--- config.mk ---
export PLATFORM = sky130hd
export DESIGN_NAME = shape_coverage_alpha_blend_unit
export DESIGN_NICKNAME = d
export VERILOG_FILES = /design/src/sca_pkg.sv /design/src/sca_cover.sv /design/src/sca_blend.sv /design/src/shape_coverage_alpha_blend_unit.sv
export SDC_FILE = /design/constraint.sdc
export NUM_CORES = 2
export LEC_CHECK = 0
export BUFFER_PORTS_ARGS = -buffer_cell sky130_fd_sc_hd__buf_2
export CORE_UTILIZATION = 30
export DETAILED_ROUTE_END_ITERATION = 16
export GPL_TIMING_DRIVEN = 0
export HOLD_SLACK_MARGIN = 0.08
export PLACE_DENSITY_LB_ADDON = 0.05
export SKIP_CTS_REPAIR_TIMING = 1
export SLEW_MARGIN = 15
export SYNTH_ARGS = -nofsm -noshare
export SYNTH_HDL_FRONTEND = slang
export SYNTH_HIERARCHICAL = 1
export SYNTH_SLANG_ARGS = --single-unit
--- constraint.sdc ---
create_clock -name aclk -period 12.9 [get_ports aclk]
set_clock_uncertainty 0.15 [all_clocks]
set_input_delay 2.58 -clock aclk [delete_from_list [all_inputs] [get_ports aclk]]
set_output_delay 2.58 -clock aclk [all_outputs]
set_load 0.01 [all_outputs]
--- src/sca_pkg.sv ---
// Shared constants, register codes and types for the shape coverage alpha blend unit.
package sca_pkg;

    // Coordinate register width (two's complement)
    localparam int COORD_BITS = 16;

    // Fixed field widths
    localparam int PIX_W      = 12;
    localparam int FRAME_W    = 13;
    localparam int COLOR_W    = 32;
    localparam int CH_W       = 8;
    localparam int NUM_CH     = 3;
    localparam int CFG_IDX_W  = 3;
    localparam int CFG_DATA_W = 32;
    localparam int IN_DATA_W  = 56;
    localparam int MODE_W     = 2;

    // Derived coordinate arithmetic widths
    localparam int CMP_W = COORD_BITS + 2;   // signed compare / difference width
    localparam int MAG_W = COORD_BITS + 1;   // absolute difference width
    localparam int RAD_W = COORD_BITS - 1;   // non-negative radius width
    localparam int SQ_W  = 2 * RAD_W;        // square of a radius-sized value

    // Configuration register indexes
    typedef enum logic [CFG_IDX_W-1:0] {
        REG_FRAME_WIDTH  = 3'd0,
        REG_FRAME_HEIGHT = 3'd1,
        REG_SHAPE_MODE   = 3'd2,
        REG_COORD_A      = 3'd3,
        REG_COORD_B      = 3'd4,
        REG_COORD_C      = 3'd5,
        REG_COORD_D      = 3'd6,
        REG_FILL_COLOR   = 3'd7
    } cfg_reg_t;

    // Primitive codes
    localparam logic [MODE_W-1:0] SHAPE_POINT  = 2'd0;
    localparam logic [MODE_W-1:0] SHAPE_RECT   = 2'd1;
    localparam logic [MODE_W-1:0] SHAPE_CIRCLE = 2'd2;

    // Reset values
    localparam logic [FRAME_W-1:0] FRAME_WIDTH_RST  = 13'd640;
    localparam logic [FRAME_W-1:0] FRAME_HEIGHT_RST = 13'd480;

    // Coverage terms handed from the coverage stage to the blend stage
    typedef struct packed {
        logic            hit_flat;   // point or rectangle hit, clipped
        logic            circ_ok;    // circle bounding box passed, clipped
        logic [SQ_W-1:0] dx2;
        logic [SQ_W-1:0] dy2;
        logic [SQ_W-1:0] r2;
    } cover_t;

endpackage

--- src/sca_cover.sv ---
// Coverage stage: clipping, point/rectangle tests and circle squares, registered.
module sca_cover (
    input  logic                                 aclk,
    input  logic                                 aresetn,
    input  logic                                 load,
    input  logic                                 in_valid,
    input  logic [sca_pkg::PIX_W-1:0]            pix_x,
    input  logic [sca_pkg::PIX_W-1:0]            pix_y,
    input  logic [sca_pkg::COLOR_W-1:0]          dest_color,
    input  logic [sca_pkg::FRAME_W-1:0]          frame_width,
    input  logic [sca_pkg::FRAME_W-1:0]          frame_height,
    input  logic [sca_pkg::MODE_W-1:0]           shape_mode,
    input  logic [sca_pkg::COORD_BITS-1:0]       coord_a,
    input  logic [sca_pkg::COORD_BITS-1:0]       coord_b,
    input  logic [sca_pkg::COORD_BITS-1:0]       coord_c,
    input  logic [sca_pkg::COORD_BITS-1:0]       coord_d,
    output logic                                 out_valid,
    output sca_pkg::cover_t                      out_cover,
    output logic [sca_pkg::COLOR_W-1:0]          out_dest
);
    import sca_pkg::*;

    logic signed [CMP_W-1:0] xs, ys, as, bs, cs, ds;
    logic signed [CMP_W-1:0] dxs, dys;
    logic [MAG_W-1:0]        dx_mag, dy_mag, r_ext;
    logic [RAD_W-1:0]        dx_n, dy_n, r_n;
    logic                    in_frame;
    cover_t                  cover_next;

    logic                    valid_reg;
    cover_t                  cover_reg;
    logic [COLOR_W-1:0]      dest_reg;

    // Coverage terms for the item in the input register
    always_comb begin
        xs = signed'({{(CMP_W-PIX_W){1'b0}}, pix_x});
        ys = signed'({{(CMP_W-PIX_W){1'b0}}, pix_y});
        as = signed'({{(CMP_W-COORD_BITS){coord_a[COORD_BITS-1]}}, coord_a});
        bs = signed'({{(CMP_W-COORD_BITS){coord_b[COORD_BITS-1]}}, coord_b});
        cs = signed'({{(CMP_W-COORD_BITS){coord_c[COORD_BITS-1]}}, coord_c});
        ds = signed'({{(CMP_W-COORD_BITS){coord_d[COORD_BITS-1]}}, coord_d});

        in_frame = ({1'b0, pix_x} < frame_width) && ({1'b0, pix_y} < frame_height);

        // absolute distances to the circle center
        dxs    = xs - as;
        dys    = ys - bs;
        dx_mag = dxs[CMP_W-1] ? MAG_W'(-dxs) : MAG_W'(dxs);
        dy_mag = dys[CMP_W-1] ? MAG_W'(-dys) : MAG_W'(dys);
        r_n    = coord_c[RAD_W-1:0];
        r_ext  = {2'b00, r_n};
        dx_n   = dx_mag[RAD_W-1:0];
        dy_n   = dy_mag[RAD_W-1:0];

        cover_next.dx2 = SQ_W'(dx_n) * SQ_W'(dx_n);
        cover_next.dy2 = SQ_W'(dy_n) * SQ_W'(dy_n);
        cover_next.r2  = SQ_W'(r_n) * SQ_W'(r_n);

        cover_next.hit_flat = 1'b0;
        cover_next.circ_ok  = 1'b0;
        case (shape_mode)
            SHAPE_POINT: begin
                cover_next.hit_flat = in_frame && (xs == as) && (ys == bs);
            end
            SHAPE_RECT: begin
                cover_next.hit_flat = in_frame && (xs >= as) && (xs < cs)
                                      && (ys >= bs) && (ys < ds);
            end
            SHAPE_CIRCLE: begin
                cover_next.circ_ok = in_frame && !coord_c[COORD_BITS-1]
                                     && (dx_mag <= r_ext) && (dy_mag <= r_ext);
            end
            default: begin
                cover_next.hit_flat = 1'b0;
            end
        endcase
    end

    // Stage register
    always_ff @(posedge aclk) begin
        if (!aresetn) begin
            valid_reg <= 1'b0;
        end else if (load) begin
            valid_reg <= in_valid;
        end
        if (load) begin
            cover_reg <= cover_next;
            dest_reg  <= dest_color;
        end
    end

    assign out_valid = valid_reg;
    assign out_cover = cover_reg;
    assign out_dest  = dest_reg;

endmodule

--- src/sca_blend.sv ---
// Blend stage: final circle compare, per-channel alpha blend and result register.
module sca_blend (
    input  logic                                 aclk,
    input  logic                                 aresetn,
    input  logic                                 load,
    input  logic                                 in_valid,
    input  sca_pkg::cover_t                      in_cover,
    input  logic [sca_pkg::COLOR_W-1:0]          in_dest,
    input  logic [sca_pkg::COLOR_W-1:0]          fill_color,
    output logic                                 out_valid,
    output logic                                 out_write_enable,
    output logic [sca_pkg::COLOR_W-1:0]          out_color
);
    import sca_pkg::*;

    logic [SQ_W:0]        dist2;
    logic                 covered;
    logic [CH_W-1:0]      alpha;
    logic [CH_W-1:0]      dc, sc, q;
    logic signed [CH_W:0] diff;
    logic signed [2*CH_W+1:0] prod;
    logic [2*CH_W-1:0]    mag;
    logic [2*CH_W:0]      qsum;
    logic [COLOR_W-1:0]   blended;

    logic                 valid_reg;
    logic                 we_reg;
    logic [COLOR_W-1:0]   color_reg;

    // Coverage decision and blend
    always_comb begin
        dist2   = {1'b0, in_cover.dx2} + {1'b0, in_cover.dy2};
        covered = in_cover.hit_flat || (in_cover.circ_ok && (dist2 <= {1'b0, in_cover.r2}));

        alpha   = fill_color[COLOR_W-1 -: CH_W];
        blended = {in_dest[COLOR_W-1 -: CH_W], {(COLOR_W-CH_W){1'b0}}};
        dc = '0; sc = '0; q = '0; diff = '0; prod = '0; mag = '0; qsum = '0;
        for (int ch = 0; ch < NUM_CH; ch++) begin
            dc   = in_dest[ch*CH_W +: CH_W];
            sc   = fill_color[ch*CH_W +: CH_W];
            diff = signed'({1'b0, sc}) - signed'({1'b0, dc});
            prod = diff * signed'({1'b0, alpha});
            mag  = prod[2*CH_W+1] ? (2*CH_W)'(-prod) : (2*CH_W)'(prod);
            // exact floor(mag / 255) for mag below 65280 (255 * 256)
            qsum = {1'b0, mag} + (2*CH_W+1)'(1) + (2*CH_W+1)'(mag >> CH_W);
            q    = qsum[2*CH_W-1 -: CH_W];
            blended[ch*CH_W +: CH_W] = prod[2*CH_W+1] ? (dc - q) : (dc + q);
        end
    end

    // Result register
    always_ff @(posedge aclk) begin
        if (!aresetn) begin
            valid_reg <= 1'b0;
        end else if (load) begin
            valid_reg <= in_valid;
        end
        if (load) begin
            we_reg    <= covered;
            color_reg <= covered ? blended : in_dest;
        end
    end

    assign out_valid        = valid_reg;
    assign out_write_enable = we_reg;
    assign out_color        = color_reg;

endmodule

--- src/shape_coverage_alpha_blend_unit.sv ---
// Top level of the shape coverage alpha blend unit: registers, input stage, pipeline control.
//
// Takes one pixel item per clock while s_tready is high (column, row, current RGBA) and
// returns one result per item: a write enable that is high when the configured point,
// half-open rectangle or filled circle covers the pixel inside the frame, and the color to
// write back (the fill color blended over the pixel by the fill alpha, destination alpha
// kept; the pixel unchanged when not covered). The pipeline is three registers deep: the
// input, coverage and result registers, in that order; one item per cycle is sustained
// while m_tready stays high. The circle squares and the blend multiplies each sit in their
// own stage. s_tready drops only when every stage holds an item and m_tready is low.
// Configuration is written through cfg_valid/cfg_ready/cfg_index/cfg_data (always ready)
// and must only change while idle.
module shape_coverage_alpha_blend_unit (
    input  logic                                 aclk,
    input  logic                                 aresetn,
    // configuration write channel
    input  logic                                 cfg_valid,
    output logic                                 cfg_ready,
    input  logic [sca_pkg::CFG_IDX_W-1:0]        cfg_index,
    input  logic [sca_pkg::CFG_DATA_W-1:0]       cfg_data,
    // pixel input
    input  logic                                 s_tvalid,
    output logic                                 s_tready,
    input  logic [sca_pkg::IN_DATA_W-1:0]        s_tdata,   // pix_x, pix_y, dest_color
    // result output
    output logic                                 m_tvalid,
    input  logic                                 m_tready,
    output logic [sca_pkg::COLOR_W-1:0]          m_tdata,   // result_color
    output logic                                 m_tuser    // write_enable
);
    import sca_pkg::*;

    logic [FRAME_W-1:0]    frame_width_reg, frame_height_reg;
    logic [MODE_W-1:0]     shape_mode_reg;
    logic [COORD_BITS-1:0] coord_a_reg, coord_b_reg, coord_c_reg, coord_d_reg;
    logic [COLOR_W-1:0]    fill_color_reg;

    logic                  in_valid_reg;
    logic [PIX_W-1:0]      pix_x_reg, pix_y_reg;
    logic [COLOR_W-1:0]    dest_reg;

    logic                  load_in, load_cov, load_out;
    logic                  cov_valid;
    cover_t                cov_terms;
    logic [COLOR_W-1:0]    cov_dest;

    assign cfg_ready = 1'b1;

    // Configuration registers
    always_ff @(posedge aclk) begin
        if (!aresetn) begin
            frame_width_reg  <= FRAME_WIDTH_RST;
            frame_height_reg <= FRAME_HEIGHT_RST;
            shape_mode_reg   <= SHAPE_POINT;
            coord_a_reg      <= '0;
            coord_b_reg      <= '0;
            coord_c_reg      <= '0;
            coord_d_reg      <= '0;
            fill_color_reg   <= '0;
        end else if (cfg_valid) begin
            case (cfg_reg_t'(cfg_index))
                REG_FRAME_WIDTH:  frame_width_reg  <= cfg_data[FRAME_W-1:0];
                REG_FRAME_HEIGHT: frame_height_reg <= cfg_data[FRAME_W-1:0];
                REG_SHAPE_MODE:   shape_mode_reg   <= cfg_data[MODE_W-1:0];
                REG_COORD_A:      coord_a_reg      <= cfg_data[COORD_BITS-1:0];
                REG_COORD_B:      coord_b_reg      <= cfg_data[COORD_BITS-1:0];
                REG_COORD_C:      coord_c_reg      <= cfg_data[COORD_BITS-1:0];
                REG_COORD_D:      coord_d_reg      <= cfg_data[COORD_BITS-1:0];
                REG_FILL_COLOR:   fill_color_reg   <= cfg_data[COLOR_W-1:0];
                default: begin
                end
            endcase
        end
    end

    // Stage enables: a stage loads when it is empty or its contents move on
    assign load_out = !m_tvalid || m_tready;
    assign load_cov = !cov_valid || load_out;
    assign load_in  = !in_valid_reg || load_cov;
    assign s_tready = load_in;

    // Input register
    always_ff @(posedge aclk) begin
        if (!aresetn) begin
            in_valid_reg <= 1'b0;
        end else if (load_in) begin
            in_valid_reg <= s_tvalid;
        end
        if (load_in) begin
            pix_x_reg <= s_tdata[PIX_W-1:0];
            pix_y_reg <= s_tdata[2*PIX_W-1:PIX_W];
            dest_reg  <= s_tdata[2*PIX_W+COLOR_W-1:2*PIX_W];
        end
    end

    sca_cover u_cover (
        .aclk         (aclk),
        .aresetn      (aresetn),
        .load         (load_cov),
        .in_valid     (in_valid_reg),
        .pix_x        (pix_x_reg),
        .pix_y        (pix_y_reg),
        .dest_color   (dest_reg),
        .frame_width  (frame_width_reg),
        .frame_height (frame_height_reg),
        .shape_mode   (shape_mode_reg),
        .coord_a      (coord_a_reg),
        .coord_b      (coord_b_reg),
        .coord_c      (coord_c_reg),
        .coord_d      (coord_d_reg),
        .out_valid    (cov_valid),
        .out_cover    (cov_terms),
        .out_dest     (cov_dest)
    );

    sca_blend u_blend (
        .aclk             (aclk),
        .aresetn          (aresetn),
        .load             (load_out),
        .in_valid         (cov_valid),
        .in_cover         (cov_terms),
        .in_dest          (cov_dest),
        .fill_color       (fill_color_reg),
        .out_valid        (m_tvalid),
        .out_write_enable (m_tuser),
        .out_color        (m_tdata)
    );

    // Input is only held off when the whole pipeline is full and the output stalls
    a_backpressure_only_when_full: assert property (@(posedge aclk) disable iff (!aresetn)
        !s_tready |-> (m_tvalid && !m_tready && cov_valid && in_valid_reg))
        else $error("input stalled with room in the pipeline");

    // The unused shape code never produces a write
    a_unused_mode_no_write: assert property (@(posedge aclk) disable iff (!aresetn)
        (m_tvalid && shape_mode_reg != SHAPE_POINT && shape_mode_reg != SHAPE_RECT
         && shape_mode_reg != SHAPE_CIRCLE) |-> !m_tuser)
        else $error("write enable with unused shape mode");

    // Opaque fill replaces the color channels exactly
    a_opaque_fill: assert property (@(posedge aclk) disable iff (!aresetn)
        (m_tvalid && m_tuser && fill_color_reg[COLOR_W-1 -: CH_W] == 8'hFF)
        |-> (m_tdata[NUM_CH*CH_W-1:0] == fill_color_reg[NUM_CH*CH_W-1:0]))
        else $error("opaque fill did not replace color channels");

endmodule

==> results.txt <==
----------------------------------------------------
[Status]
  Status ... completed

[Setup path]
  Library cell contributing the largest single delay on the critical path ... fa_1
  Worst Setup Path Type ... reg -> reg
  Logic depth of the worst register-to-register path ... 48
  Critical R2R Capture ... u_blend/out_color[7]
  Critical path capture point type ... register
  Arrival time of data at the critical path endpoint ... 12.55 ns
  CP Capture Point ... u_blend/out_color[7]
  Crit-path max cell delay ... 0.70 ns
  Flop2flop setup slack ... 0.67 ns
  Data required time of the critical path ... 13.23 ns
  Crit Path Max Fanout ... 8
  Kind of start point of the critical path ... register
  Critical Path Start ... u_cover/out_dest[2]
  Reg2reg start ... u_cover/out_dest[2]
  Dominant cell type by count on the critical path ... inv_1

[STA]
  FMAX ... 81.8 MHz
  Portion of the clock cycle consumed by the worst path in the final layout ... 94.8%
  Setup violation total in the final timing report ... 0
  Slew @ Worst Pin ... 1.22 ns
  Final WS setup ... 0.674 ns
  Number of pins exceeding their max-slew limit in the final report ... 0
  Final Hold Viols ... 0
  Final critical delay including setup and external delays ... 12.23 ns
  Max-slew headroom ... 18.2%

[Drt]
  Post-DR vias/cell ... 4.70
  Number of search-and-repair iterations in the first detailed-routing pass ... 5
  Number of vias in the routed layout ... 36.6k
  Final routed DRC violation total ... 0
  Starting DRT DRC Count ... 1,620
  Total wirelength of the detailed-routed design ... 157 mm
  Count of antenna-violating nets left after detailed routing ... 0
  Routed wire per std cell ... 20.1 µm

[Logic synthesis]
  Number of flops mapped to enable cells by yosys ... 210
  Flop and latch count out of synthesis ... 337
  Post-synth design cell area ... 0.0495 mm²
  Cells after synthesis ... 5,377
  Total of warnings raised by yosys ... 6
  Async set or reset register ratio after synthesis ... 0%
  Avg Synthesized Cell Area ... 9.21 µm²
  Number of distinct library cells after synthesis ... 120
  Share of synthesized area occupied by flip-flops and latches ... 17.9%
  Most used flip-flop cell after synthesis ... edfxtp_1

[Clocking]
  Clock sink count ... 337
  TritonCTS clock tree ... built
  Number of H-tree branching levels ... 2
  Clock Tree Buf Depth ... 3
  Clock-pin slew reported for the worst setup and hold paths after clock tree synthesis ... 0.06 ns
  TritonCTS Buffers ... 47
  Insertion delay of the later-clocked pin in the worst-skew pair ... 0.67 ns
  Cell at the root of the clock tree ... clkbuf_16

[Cells and area]
  Nets@finish ... 6,877
  Synthesis-to-layout area growth ... 11.3%
  Max FFs per register ... 89
  Layout cell share with drive strength beyond 1 ... 7.58%

[Global route]
  Via count of the first global-routing pass ... 39.0k
  Number of antenna violations at the first check in global routing ... 8
  Global-route usage over all layers ... 18.9%
  First-pass GRT wire length ... 241 mm
  Maximum number of pins on one net before global-route repair ... 56
  GRT overflow ... 0

[Placed design]
  Placed wire-length estimate ... 129 mm
  Worst setup slack after placement ... -0.802 ns
  Weighted congestion reported at the end of routability-driven placement ... 0.811
  Count of input and output buffers ... 126

[Floorplan]
  Overall die area ... 0.167 mm²
  DIE WIDTH ... 408 µm
  Rows ... 148
  Top-level I/O count ... 132
  Starting utilization of the core area ... 30.3%
  Core area ... 0.163 mm²
  Vertical die dimension ... 408 µm

[Hold path]
  Type of the most critical hold path ... reg -> reg

[Job]
  Total of max-cap violations ... 0

----------------------------------------------------
[critical path: cells and delay by family, from the launching register on]
| family | cells | cell delay, ns |
|---|---|---|
| XOR/XNOR | 5 | 1.18 |
| AO/OA/AOI/OAI | 15 | 3.06 |
| buffers and inverters | 7 | 0.68 |
| adder cells (fa/ha/maj) | 9 | 3.89 |
| flip-flops | 1 | 0.40 |
| AND/OR/NAND/NOR | 12 | 2.66 |
[logic make-up after synthesis]
kind of cell    synth area share (%)
xor+xnor                        6.25
compound gates                  10.1
simple gates                    14.1
buf+inv                         8.95
mux                             2.93
other cells                   0.0152
fa+ha+maj                       39.7
flops                           17.9
[placed cells by master (no fill, tap or decap), types with 25 or more instances in the layout]
| cell | count |
|---|---|
| nand2_1 | 559 |
| nand4_1 | 32 |
| nor2b_1 | 94 |
| o21a_1 | 33 |
| nand3_1 | 50 |
| xor2_1 | 101 |
| inv_1 | 998 |
| clkbuf_1 | 96 |
| fa_1 | 593 |
| clkbuf_16 | 48 |
| dfxtp_1 | 127 |
| mux2i_1 | 136 |
| a21oi_1 | 203 |
| and2_1 | 119 |
| and3_1 | 25 |
| xnor2_1 | 199 |
| a21o_1 | 100 |
| ha_1 | 615 |
| edfxtp_1 | 210 |
| nor2_1 | 278 |
| nand2b_1 | 58 |
| a31oi_1 | 27 |
| o21ai_0 | 126 |
| buf_2 | 155 |
| nor3_1 | 68 |
[cells in the mapped netlist (all sizes together) (13+ instances only)]
| cell | instances | area [µm²] |
|---|---|---|
| a21o | 100 | 751 |
| or3 | 19 | 129 |
| fa | 597 | 12000 |
| clkbuf | 103 | 387 |
| buf | 38 | 216 |
| o21a | 34 | 255 |
| and3 | 26 | 163 |
| nor2 | 284 | 1070 |
| nor3 | 69 | 345 |
| ha | 615 | 7690 |
| or2 | 29 | 181 |
| o21ai | 138 | 702 |
| a2111oi | 15 | 150 |
| nand4b | 13 | 114 |
| o211ai | 18 | 135 |
| inv | 1012 | 3800 |
| a21oi | 215 | 1110 |
| nand2 | 562 | 2110 |
| a211oi | 23 | 178 |
| o2111ai | 13 | 144 |
| mux2i | 136 | 1360 |
| o31ai | 21 | 190 |
| o21bai | 24 | 180 |
| nor2b | 95 | 602 |
| nor4 | 20 | 144 |
| edfxtp | 210 | 6310 |
| a31oi | 29 | 181 |
| nor3b | 17 | 128 |
| dfxtp | 127 | 2540 |
| nand4 | 32 | 200 |
| and2 | 122 | 767 |
| nand2b | 58 | 363 |
| xor2 | 114 | 1020 |
| nand3 | 52 | 265 |
| xnor2 | 218 | 1960 |
[how the worst min path moves through the flow]
stage | endpoint | from | cells past startpoint | slack, ns
2_1_floorplan | u_blend/out_color[24] | u_cover/out_dest[24] | 0 | 0.25
3_3_place_gp | u_cover/out_dest[24] | dest_reg[24] | 0 | 0.25
3_5_place_dp | u_cover/out_dest[29] | dest_reg[29] | 0 | 0.25
4_1_cts | u_cover/out_dest[29] | dest_reg[29] | 0 | 0.27
5_1_grt | u_cover/out_dest[18] | dest_reg[18] | 0 | 0.27
6_report | u_cover/out_dest[29] | dest_reg[29] | 0 | 0.27
[routing by layer]
layer / track usage, % / vias up / wire length [µm]
li1: - / 17966 / -
met1: 24.7 / 18156 / 71600
met2: 34.3 / 370 / 78900
met3: 1.32 / 122 / 3020
met4: 3.48 / 2 / 2970
met5: 0 / - / 12
[per-stage QoR]
step,cells,utilization [%],hold WS (ns),cell area [µm²],TNS (ns)
2_1_floorplan,5379,-,0.250,49500,0
3_3_place_gp,7680,32.4,0.251,52900,-1.83
3_5_place_dp,7685,32.5,0.255,53000,-1.77
4_1_cts,7772,33.4,0.270,54600,-1.99
5_1_grt,7782,33.7,0.274,55100,-0.0595
6_report,7783,33.7,0.268,55100,0
[area by class of cell]
type                       count  area [µm²]
antenna                        1        2.50
buffer                       134         598
clock buffer                  58        1270
clock inverter                29         279
fill                       17240      108000
inverter                    1020        3830
multi-input combinational   3881       36700
sequential                   337        8850
tap                         2175        2720
timing repair buffer         148         886
Power is not shown: default switching activity piles up to over one toggle a cycle in this logic, so the estimate is an artifact.
